`src/mte_pkg.sv`:
```
package mte_pkg;

  localparam int unsigned UnitW  = 12;
  localparam int unsigned DurW   = 15;
  localparam int unsigned CountW = 7;
  localparam int unsigned PcW    = 4;

  localparam logic [UnitW-1:0] UNIT_RESET = 12'd128;
  localparam logic [7:0]       SPACE_CODE = 8'd32;

  typedef enum logic [1:0] {
    HELD_NONE  = 2'd0,
    HELD_THREE = 2'd1,
    HELD_SEVEN = 2'd2
  } held_e;

  typedef enum logic [3:0] {
    C_NEVER,
    C_ALWAYS,
    C_NO_REQ,
    C_SKIP,
    C_SPACE,
    C_NOFIT,
    C_NOHELD,
    C_LAST_ELEM,
    C_NOT_EOT
  } cond_e;

  typedef enum logic [2:0] {
    A_NONE,
    A_UPGRADE,
    A_HALT,
    A_INC,
    A_COMMIT,
    A_CLEAR
  } act_e;

  typedef enum logic [1:0] {
    U_HELD,
    U_ELEM,
    U_ONE,
    U_SEVEN
  } units_e;

  // one microcode word
  typedef struct packed {
    logic           accept;
    logic           emit;
    units_e         units;
    logic           key_on;
    logic           last;
    act_e           act;
    cond_e          cond;
    logic [PcW-1:0] target;
  } ucode_t;

  // sequencer -> datapath, already gated by output stall
  typedef struct packed {
    logic   accept;
    logic   emit;
    units_e units;
    logic   key_on;
    logic   last;
    act_e   act;
  } ctrl_t;

  // datapath -> sequencer
  typedef struct packed {
    logic no_req;
    logic out_busy;
    logic skip;
    logic space;
    logic nofit;
    logic noheld;
    logic last_elem;
    logic not_eot;
  } stat_t;

  typedef struct packed {
    logic       valid;
    logic [2:0] len;
    logic [4:0] dash;
  } sym_t;

  // {len, dash}; letters A..Z then digits 0..9, dash bit i = element i
  localparam logic [7:0] SYM_TABLE [36] = '{
    {3'd2, 5'd2},  {3'd4, 5'd1},  {3'd4, 5'd5},  {3'd3, 5'd1},
    {3'd1, 5'd0},  {3'd4, 5'd4},  {3'd3, 5'd3},  {3'd4, 5'd0},
    {3'd2, 5'd0},  {3'd4, 5'd14}, {3'd3, 5'd5},  {3'd4, 5'd2},
    {3'd2, 5'd3},  {3'd2, 5'd1},  {3'd3, 5'd7},  {3'd4, 5'd6},
    {3'd4, 5'd11}, {3'd3, 5'd2},  {3'd3, 5'd0},  {3'd1, 5'd1},
    {3'd3, 5'd4},  {3'd4, 5'd8},  {3'd3, 5'd6},  {3'd4, 5'd9},
    {3'd4, 5'd13}, {3'd4, 5'd3},
    {3'd5, 5'd31}, {3'd5, 5'd30}, {3'd5, 5'd28}, {3'd5, 5'd24},
    {3'd5, 5'd16}, {3'd5, 5'd0},  {3'd5, 5'd1},  {3'd5, 5'd3},
    {3'd5, 5'd7},  {3'd5, 5'd15}
  };

  function automatic sym_t sym_lookup(input logic [7:0] c);
    sym_t       s;
    logic [5:0] idx;
    logic       hit;
    begin
      hit = 1'b1;
      idx = '0;
      if (c >= 8'd48 && c <= 8'd57) begin
        idx = 6'(c - 8'd48) + 6'd26;
      end else if (c >= 8'd65 && c <= 8'd90) begin
        idx = 6'(c - 8'd65);
      end else if (c >= 8'd97 && c <= 8'd122) begin
        idx = 6'(c - 8'd97);
      end else begin
        hit = 1'b0;
      end
      s.valid = hit;
      s.len   = hit ? SYM_TABLE[idx][7:5] : 3'd0;
      s.dash  = hit ? SYM_TABLE[idx][4:0] : 5'd0;
      return s;
    end
  endfunction

endpackage

```
`src/mte_if.sv`:
```
interface mte_char_if;
  logic       valid;
  logic       ready;
  logic [7:0] char_code;
  logic       end_of_text;

  modport source (output valid, output char_code, output end_of_text, input ready);
  modport sink (input valid, input char_code, input end_of_text, output ready);
endinterface

interface mte_ival_if import mte_pkg::*; ();
  logic            valid;
  logic            ready;
  logic [DurW-1:0] duration;
  logic            key_on;
  logic            last_interval;

  modport source (output valid, output duration, output key_on, output last_interval,
                  input ready);
  modport sink (input valid, input duration, input key_on, input last_interval,
                output ready);
endinterface

```
`src/mte_sequencer.sv`:
```
module mte_sequencer import mte_pkg::*; (
  input  logic  clk_i,
  input  logic  rst_ni,
  input  stat_t stat_i,
  output ctrl_t ctrl_o
);

  localparam logic [PcW-1:0] S_WAIT   = 4'd0;
  localparam logic [PcW-1:0] S_SKIP   = 4'd1;
  localparam logic [PcW-1:0] S_SPACE  = 4'd2;
  localparam logic [PcW-1:0] S_FIT    = 4'd3;
  localparam logic [PcW-1:0] S_HCHK   = 4'd4;
  localparam logic [PcW-1:0] S_HGAP   = 4'd5;
  localparam logic [PcW-1:0] S_ELEM   = 4'd6;
  localparam logic [PcW-1:0] S_EGAP   = 4'd7;
  localparam logic [PcW-1:0] S_COMMIT = 4'd8;
  localparam logic [PcW-1:0] S_EOT    = 4'd9;
  localparam logic [PcW-1:0] S_ECHK   = 4'd10;
  localparam logic [PcW-1:0] S_LAST   = 4'd11;
  localparam logic [PcW-1:0] S_CLR    = 4'd12;
  localparam logic [PcW-1:0] S_UPG    = 4'd13;
  localparam logic [PcW-1:0] S_HALT   = 4'd14;

  localparam ucode_t UC_NOP = '{accept: 1'b0, emit: 1'b0, units: U_ONE, key_on: 1'b0,
                                last: 1'b0, act: A_NONE, cond: C_NEVER, target: S_WAIT};

  function automatic ucode_t rom(input logic [PcW-1:0] a);
    ucode_t w;
    begin
      w = UC_NOP;
      unique case (a)
        S_WAIT:   begin w.accept = 1'b1; w.cond = C_NO_REQ; w.target = S_WAIT; end
        S_SKIP:   begin w.cond = C_SKIP; w.target = S_EOT; end
        S_SPACE:  begin w.cond = C_SPACE; w.target = S_UPG; end
        S_FIT:    begin w.cond = C_NOFIT; w.target = S_HALT; end
        S_HCHK:   begin w.cond = C_NOHELD; w.target = S_ELEM; end
        S_HGAP:   begin w.emit = 1'b1; w.units = U_HELD; end
        S_ELEM:   begin
          w.emit = 1'b1; w.units = U_ELEM; w.key_on = 1'b1;
          w.cond = C_LAST_ELEM; w.target = S_COMMIT;
        end
        S_EGAP:   begin
          w.emit = 1'b1; w.units = U_ONE; w.act = A_INC;
          w.cond = C_ALWAYS; w.target = S_ELEM;
        end
        S_COMMIT: begin w.act = A_COMMIT; end
        S_EOT:    begin w.cond = C_NOT_EOT; w.target = S_WAIT; end
        S_ECHK:   begin w.cond = C_NOHELD; w.target = S_CLR; end
        S_LAST:   begin w.emit = 1'b1; w.units = U_SEVEN; w.last = 1'b1; end
        S_CLR:    begin w.act = A_CLEAR; w.cond = C_ALWAYS; w.target = S_WAIT; end
        S_UPG:    begin w.act = A_UPGRADE; w.cond = C_ALWAYS; w.target = S_EOT; end
        S_HALT:   begin w.act = A_HALT; w.cond = C_ALWAYS; w.target = S_EOT; end
        default:  begin w.cond = C_ALWAYS; w.target = S_WAIT; end
      endcase
      return w;
    end
  endfunction

  logic [PcW-1:0] pc_q, pc_d;
  ucode_t         word;
  logic           stall;
  logic           take;

  always_comb begin
    word  = rom(pc_q);
    stall = word.emit && stat_i.out_busy;

    unique case (word.cond)
      C_NEVER:     take = 1'b0;
      C_ALWAYS:    take = 1'b1;
      C_NO_REQ:    take = stat_i.no_req;
      C_SKIP:      take = stat_i.skip;
      C_SPACE:     take = stat_i.space;
      C_NOFIT:     take = stat_i.nofit;
      C_NOHELD:    take = stat_i.noheld;
      C_LAST_ELEM: take = stat_i.last_elem;
      C_NOT_EOT:   take = stat_i.not_eot;
      default:     take = 1'b1;
    endcase

    priority if (stall) begin
      pc_d = pc_q;
    end else if (take) begin
      pc_d = word.target;
    end else begin
      pc_d = pc_q + 4'd1;
    end

    ctrl_o.accept = word.accept;
    ctrl_o.emit   = word.emit && !stall;
    ctrl_o.units  = word.units;
    ctrl_o.key_on = word.key_on;
    ctrl_o.last   = word.last;
    ctrl_o.act    = stall ? A_NONE : word.act;
  end

  always_ff @(posedge clk_i or negedge rst_ni) begin
    if (!rst_ni) begin
      pc_q <= S_WAIT;
    end else begin
      pc_q <= pc_d;
    end
  end

endmodule

```
`src/mte_datapath.sv`:
```
module mte_datapath import mte_pkg::*; #(
  parameter int unsigned MAX_INTERVALS = 64
) (
  input  logic             clk_i,
  input  logic             rst_ni,
  input  logic             cfg_we_i,
  input  logic [UnitW-1:0] cfg_wdata_i,
  input  ctrl_t            ctrl_i,
  output stat_t            stat_o,
  mte_char_if.sink         char_i,
  mte_ival_if.source       ival_o
);

  logic [UnitW-1:0]  unit_q;
  held_e             held_q, held_d;
  logic [CountW-1:0] count_q, count_d;
  logic              halt_q, halt_d;

  logic              eot_q;
  logic              is_space_q;
  logic              is_sym_q;
  logic [2:0]        len_q;
  logic [4:0]        dash_q;
  logic [2:0]        elem_q;

  logic              out_valid_q;
  logic [DurW-1:0]   dur_q;
  logic              key_q;
  logic              last_q;

  sym_t              sym;
  logic              req;
  logic [CountW:0]   need;
  logic [2:0]        units;

  assign sym = sym_lookup(char_i.char_code);
  assign req = char_i.valid && ctrl_i.accept;

  assign char_i.ready         = ctrl_i.accept;
  assign ival_o.valid         = out_valid_q;
  assign ival_o.duration      = dur_q;
  assign ival_o.key_on        = key_q;
  assign ival_o.last_interval = last_q;

  // intervals used so far plus this symbol and its trailing gap
  assign need = {1'b0, count_q} + {4'd0, len_q, 1'b0} + 8'd1;

  always_comb begin
    stat_o.no_req    = !char_i.valid;
    stat_o.out_busy  = out_valid_q && !ival_o.ready;
    stat_o.skip      = halt_q || (!is_sym_q && !is_space_q);
    stat_o.space     = is_space_q;
    stat_o.nofit     = need > (CountW+1)'(MAX_INTERVALS);
    stat_o.noheld    = held_q == HELD_NONE;
    stat_o.last_elem = (elem_q + 3'd1) >= len_q;
    stat_o.not_eot   = !eot_q;
  end

  always_comb begin
    unique case (ctrl_i.units)
      U_HELD:  units = (held_q == HELD_SEVEN) ? 3'd7 : 3'd3;
      U_ELEM:  units = dash_q[elem_q] ? 3'd3 : 3'd1;
      U_ONE:   units = 3'd1;
      U_SEVEN: units = 3'd7;
      default: units = 3'd1;
    endcase
  end

  always_comb begin
    held_d  = held_q;
    count_d = count_q;
    halt_d  = halt_q;
    unique case (ctrl_i.act)
      A_NONE:    ;
      A_UPGRADE: if (held_q != HELD_NONE) held_d = HELD_SEVEN;
      A_HALT:    halt_d = 1'b1;
      A_INC:     ;
      A_COMMIT:  begin
        held_d  = HELD_THREE;
        count_d = count_q + {3'd0, len_q, 1'b0};
      end
      A_CLEAR:   begin
        held_d  = HELD_NONE;
        count_d = '0;
        halt_d  = 1'b0;
      end
      default:   ;
    endcase
  end

  always_ff @(posedge clk_i or negedge rst_ni) begin
    if (!rst_ni) begin
      unit_q      <= UNIT_RESET;
      held_q      <= HELD_NONE;
      count_q     <= '0;
      halt_q      <= 1'b0;
      out_valid_q <= 1'b0;
    end else begin
      if (cfg_we_i) unit_q <= cfg_wdata_i;
      held_q  <= held_d;
      count_q <= count_d;
      halt_q  <= halt_d;
      if (ctrl_i.emit) begin
        out_valid_q <= 1'b1;
      end else if (ival_o.ready) begin
        out_valid_q <= 1'b0;
      end
    end
  end

  always_ff @(posedge clk_i) begin
    if (req) begin
      eot_q      <= char_i.end_of_text;
      is_space_q <= char_i.char_code == SPACE_CODE;
      is_sym_q   <= sym.valid;
      len_q      <= sym.len;
      dash_q     <= sym.dash;
      elem_q     <= '0;
    end else if (ctrl_i.act == A_INC) begin
      elem_q <= elem_q + 3'd1;
    end
    if (ctrl_i.emit) begin
      dur_q  <= DurW'(units) * DurW'(unit_q);
      key_q  <= ctrl_i.key_on;
      last_q <= ctrl_i.last;
    end
  end

endmodule

```
`src/morse_timing_encoder.sv`:
```
// Microcoded sequencer: one control step per cycle, one interval emitted per emitting step;
// an emitting step waits while the output register is full. An ignored character that ends
// the text sends out only the end gap, and only when a gap is held.
// Reset (async, active low) clears the step counter, held gap, count and halt flag;
// unit_time returns to 128.
module morse_timing_encoder import mte_pkg::*; #(
  parameter int unsigned MAX_INTERVALS = 64
) (
  input  logic             clk_i,
  input  logic             rst_ni,
  input  logic             cfg_we_i,
  input  logic [UnitW-1:0] cfg_wdata_i,
  mte_char_if.sink         char_i,
  mte_ival_if.source       ival_o
);

  ctrl_t ctrl;
  stat_t stat;

  mte_sequencer u_seq (
    .clk_i  (clk_i),
    .rst_ni (rst_ni),
    .stat_i (stat),
    .ctrl_o (ctrl)
  );

  mte_datapath #(
    .MAX_INTERVALS (MAX_INTERVALS)
  ) u_dp (
    .clk_i       (clk_i),
    .rst_ni      (rst_ni),
    .cfg_we_i    (cfg_we_i),
    .cfg_wdata_i (cfg_wdata_i),
    .ctrl_i      (ctrl),
    .stat_o      (stat),
    .char_i      (char_i),
    .ival_o      (ival_o)
  );

endmodule

```
`src/flat_wrapper.sv`:
```
// flat-port wrapper written by rule: the top's interface ports become plain ports
module morse_timing_encoder_flat import mte_pkg::*;
#(
  parameter int unsigned MAX_INTERVALS = 64
)
  (clk_i, rst_ni, cfg_we_i, cfg_wdata_i, char_i_valid, char_i_char_code, char_i_end_of_text, char_i_ready, ival_o_valid, ival_o_duration, ival_o_key_on, ival_o_last_interval, ival_o_ready);
  mte_char_if char_i_i ();
  mte_ival_if ival_o_i ();
  input  logic clk_i;
  input  logic rst_ni;
  input  logic cfg_we_i;
  input  logic [UnitW-1:0] cfg_wdata_i;
  input wire logic [$bits(char_i_i.valid)-1:0] char_i_valid;
  input wire logic [$bits(char_i_i.char_code)-1:0] char_i_char_code;
  input wire logic [$bits(char_i_i.end_of_text)-1:0] char_i_end_of_text;
  output wire logic [$bits(char_i_i.ready)-1:0] char_i_ready;
  output wire logic [$bits(ival_o_i.valid)-1:0] ival_o_valid;
  output wire logic [$bits(ival_o_i.duration)-1:0] ival_o_duration;
  output wire logic [$bits(ival_o_i.key_on)-1:0] ival_o_key_on;
  output wire logic [$bits(ival_o_i.last_interval)-1:0] ival_o_last_interval;
  input wire logic [$bits(ival_o_i.ready)-1:0] ival_o_ready;
  assign char_i_i.valid = char_i_valid;
  assign char_i_i.char_code = char_i_char_code;
  assign char_i_i.end_of_text = char_i_end_of_text;
  assign char_i_ready = char_i_i.ready;
  assign ival_o_valid = ival_o_i.valid;
  assign ival_o_duration = ival_o_i.duration;
  assign ival_o_key_on = ival_o_i.key_on;
  assign ival_o_last_interval = ival_o_i.last_interval;
  assign ival_o_i.ready = ival_o_ready;
  morse_timing_encoder #(.MAX_INTERVALS(MAX_INTERVALS)) u_core (.clk_i(clk_i), .rst_ni(rst_ni), .cfg_we_i(cfg_we_i), .cfg_wdata_i(cfg_wdata_i), .char_i(char_i_i), .ival_o(ival_o_i));
endmodule
```
`config.mk`:
```
export PLATFORM = sky130hd
export DESIGN_NAME = morse_timing_encoder_flat
export DESIGN_NICKNAME = d
export VERILOG_FILES = /design/src/mte_pkg.sv /design/src/mte_if.sv /design/src/mte_sequencer.sv /design/src/mte_datapath.sv /design/src/morse_timing_encoder.sv /design/src/flat_wrapper.sv
export SDC_FILE = /design/constraint.sdc
export NUM_CORES = 1
export LEC_CHECK = 0
export ABC_AREA = 1
export BUFFER_PORTS_ARGS = -buffer_cell sky130_fd_sc_hd__buf_2
export CELL_PAD_IN_SITES_DETAIL_PLACEMENT = 0
export CELL_PAD_IN_SITES_GLOBAL_PLACEMENT = 1
export CORE_MARGIN = 5
export CORE_UTILIZATION = 45
export CTS_CLUSTER_SIZE = 25
export DETAILED_ROUTE_END_ITERATION = 7
export PLACE_DENSITY = 0.85
export SYNTH_ARGS = -nofsm -noshare
export SYNTH_HDL_FRONTEND = slang
export SYNTH_SLANG_ARGS = --single-unit
```
`constraint.sdc`:
```
create_clock -name clk_i -period 4.09 [get_ports clk_i]
set_input_delay 0.818 -clock clk_i [delete_from_list [all_inputs] [get_ports clk_i]]
set_output_delay 0.818 -clock clk_i [all_outputs]
set_load 0.05 [all_outputs]
```
==> flow_summary.toml <==
[die]
start_util = 0.465
io_pins = 45
die_height_um = 113
die_w_um = 113
core_um2 = 10400
rows = 37
die-area_um2 = 12900

[sta]
relSlewSlack = 0.585
fin_crit_ns = 3.80
fin_ws_ns = 0.291
maxClockFrequency_mhz = 263
drv_slew = 0
setup_viol = 0
min_period_over_period = 0.929
fin_setup_tns_ns = 0
hold_violations = 0
finClkSkew_ns = 0.00997
rsz0062_at_grt = "false"
tightest_slew_ns = 0.622

[critical_path]
crit_path_start_kind = "flop"
crit_type = "flop to flop"
crit_path_end_kind = "flop"
crit_required_ns = 4.18
cpMaxStageDelayCell = "fa_1"
cp_common_cell = "inv_1"
critPathArrivalTime_ns = 3.89
critPathMaxFanout = 9
slowest_delay_ns = 0.52
crit_chain = "inv_1 -> ha_4 -> nand3_1 -> nand2_2 -> inv_1 -> nor2_1 -> nor2_1 -> inv_1 -> nand2_1 -> clkinvlp_4 -> nand2_1 -> fa_1 -> inv_1 -> ha_1 -> a21oi_1 -> o21ai_0 -> a21oi_1 -> o21ai_0 -> xor2_1"

[clocking]
cts_hold_buf = 0
postCtsResizedCells = 0
numClockSinks = 57
cts_tree = "done"
clock-root-buffer = "clkbuf_8"
htree_levels = 3
clk_path_buf_depth = 2
clk_pin_slew_ns = 0.07
post_cts_buffers = 0
numCtsBuffers = 9
clk_latency_ns = 0.35

[min_path]
hold_path.class = "flop to flop"

[route]
drc = 0
antenna_left = 0
vias = 4170
drt_iter0_drc = 211
wl_per_cell_um = 12.7
wirelength_mm = 10.4
firstDrtPassIters = 5
vias_per_cell = 5.09

[placed_design]
place.gp.congestion = 0.877
dp_cells = 802
pre_cts_slack_ns = 0.240
placement.io_buffers = 44
dp_hpwl_mm = 8.26

[synthesis]
synth_area_leaders = "edfxtp_1 (17%), dfrtp_1 (13%), nand2_1 (12%), ha_1 (10%), inv_1 (7.6%)"
synth_edf_count = 28
yosys.area.top_type = "edfxtp_1"
ys_seq_area_frac = 0.322
syn_inst = 631
ys_async_sr_fraction = 0.456
syn_area_um2 = 4820
syn_avg_cell_area_um2 = 7.64
synth-main-ff-cell = "edfxtp_1"
synth_common_cells = "nand2_1 (154), inv_1 (97), nand3_1 (64), nor2_1 (45), ha_1 (40)"
syn_nets = 709
synth.distinct_cells = 51
yosys_warnings = 0
yosysMostFrequentCell = "nand2_1"
synth-seq-cells = 57
yosysTopAreaCellShare = 0.175

[final_layout]
fillers = 1054
drive_above_1_share = 0.163
fin_cells = 819
fin_util = 0.521
area_delta_synth_final_pct = 12.2
antennaDiodeCount = 0
multi_input_area_um2 = 2790
seq_area_um2 = 1550
finalNetCount = 756

[grt]
grt_overflow_total = 0
antenna_found_initial = 0
grt_usage = 0.167
grt_pass1_wl_mm = 17.7
grt_max_degree = 27
grt_pass1_vias = 3956

[flow_run]
max_cap_violations = 0

[status]
status = "finished, final reports clean"

[pwr]
power_mw = 3.34
p_leak_nw = 2.79
vdd_drop_max_v = 0.000339
powerDensity_nw_per_um2 = 617
report_power, final:
part	internal, mW	leakage [nW]	switching [mW]
combinational	0.546	2.05	1.20
sequential	0.824	0.614	0.114
clock	0.415	0.127	0.240
total	1.78	2.79	1.55
area by class of cell:
cell class                      count  share of cell area
Timing Repair inverter              1            0.000926
Sequential cell                    57               0.287
Multi-Input combinational cell    455               0.516
Clock inverter                      4              0.0130
Clock buffer                       12              0.0329
Timing Repair Buffer               45              0.0421
Inverter                          109              0.0768
Tap cell                          136              0.0315
layer usage:
metal	up-vias	global-route usage	part of all wire
li1	2130	-	-
met1	1915	0.198	0.42
met2	106	0.295	0.51
met3	19	0.0271	0.047
met4	0	0.0737	0.022
met5	-	0	0
cells in the final DEF, fill, tap and decap left out, types with 25 or more instances in the layout:
cell type	count
buf_2	44
edfxtp_1	28
nand3_1	64
inv_1	97
nand2_1	153
nor2_1	44
o21ai_0	30
dfrtp_1	25
a21oi_1	28
ha_1	39
worst max-delay path, delay by kind of cell (launching register included):
family                     cells  cell delay [ns]
adders and majority gates      3             1.09
and+or+nand+nor                6             0.72
AOI/OAI and AO/OA              4             0.69
buffers and inverters          5             0.45
DFF                            1             0.44
xor gates and xnor gates       1             0.15
kinds of logic after synthesis:
group | Yosys count | share of synthesized area
AO/OA/AOI/OAI | 79 | 0.0950
AND/OR/NAND/NOR | 306 | 0.293
buffers and inverters | 119 | 0.103
multiplexers | 1 | 0.00234
adder cells (fa/ha/maj) | 52 | 0.154
flip-flops | 57 | 0.322
XOR/XNOR | 17 | 0.0309
path summary, 6_finish.rpt:
check                                 startpoint                              end  slack, ns  cells past startpoint
max                         u_core.u_seq.pc_q[0]  u_core.u_dp.ival_o.duration[10]       0.29                     19
min                        u_core.u_dp.unit_q[0]   u_core.u_dp.ival_o.duration[0]       0.47                      0
max reg2reg                 u_core.u_seq.pc_q[0]  u_core.u_dp.ival_o.duration[10]       0.29                     19
min reg2reg                u_core.u_dp.unit_q[0]   u_core.u_dp.ival_o.duration[0]       0.47                      0
max in group asynchronous                 rst_ni            u_core.u_dp.held_q[1]       3.19                      1
min in group asynchronous                 rst_ni         u_core.u_dp.ival_o.valid       0.48                      1
stage by stage:
step	hold WS, ns	area (um^2)
3_3_place_gp	0.436	5130
6_report	0.472	5410
5_1_grt	0.493	5410
4_1_cts	0.470	5380
2_1_floorplan	0.425	4820
3_5_place_dp	0.451	5130
state kept, by name (all words and copies together) (netlist names):
| register | count |
|---|---|
| u_core.u_dp.unit_q | 12 |
| u_core.u_dp.ival_o.valid | 1 |
| u_core.u_dp.count_q | 6 |
| u_core.u_dp.ival_o.last_interval | 1 |
| u_core.u_dp.ival_o.key_on | 1 |
| u_core.u_dp.elem_q | 3 |
| u_core.u_dp.is_sym_q | 1 |
| u_core.u_seq.pc_q | 4 |
| u_core.u_dp.is_space_q | 1 |
| u_core.u_dp.held_q | 2 |
| u_core.u_dp.len_q | 3 |
| u_core.u_dp.halt_q | 1 |
| u_core.u_dp.eot_q | 1 |
| u_core.u_dp.dash_q | 5 |
| u_core.u_dp.ival_o.duration | 15 |
Note: power is estimated with default switching activity, not from simulation.
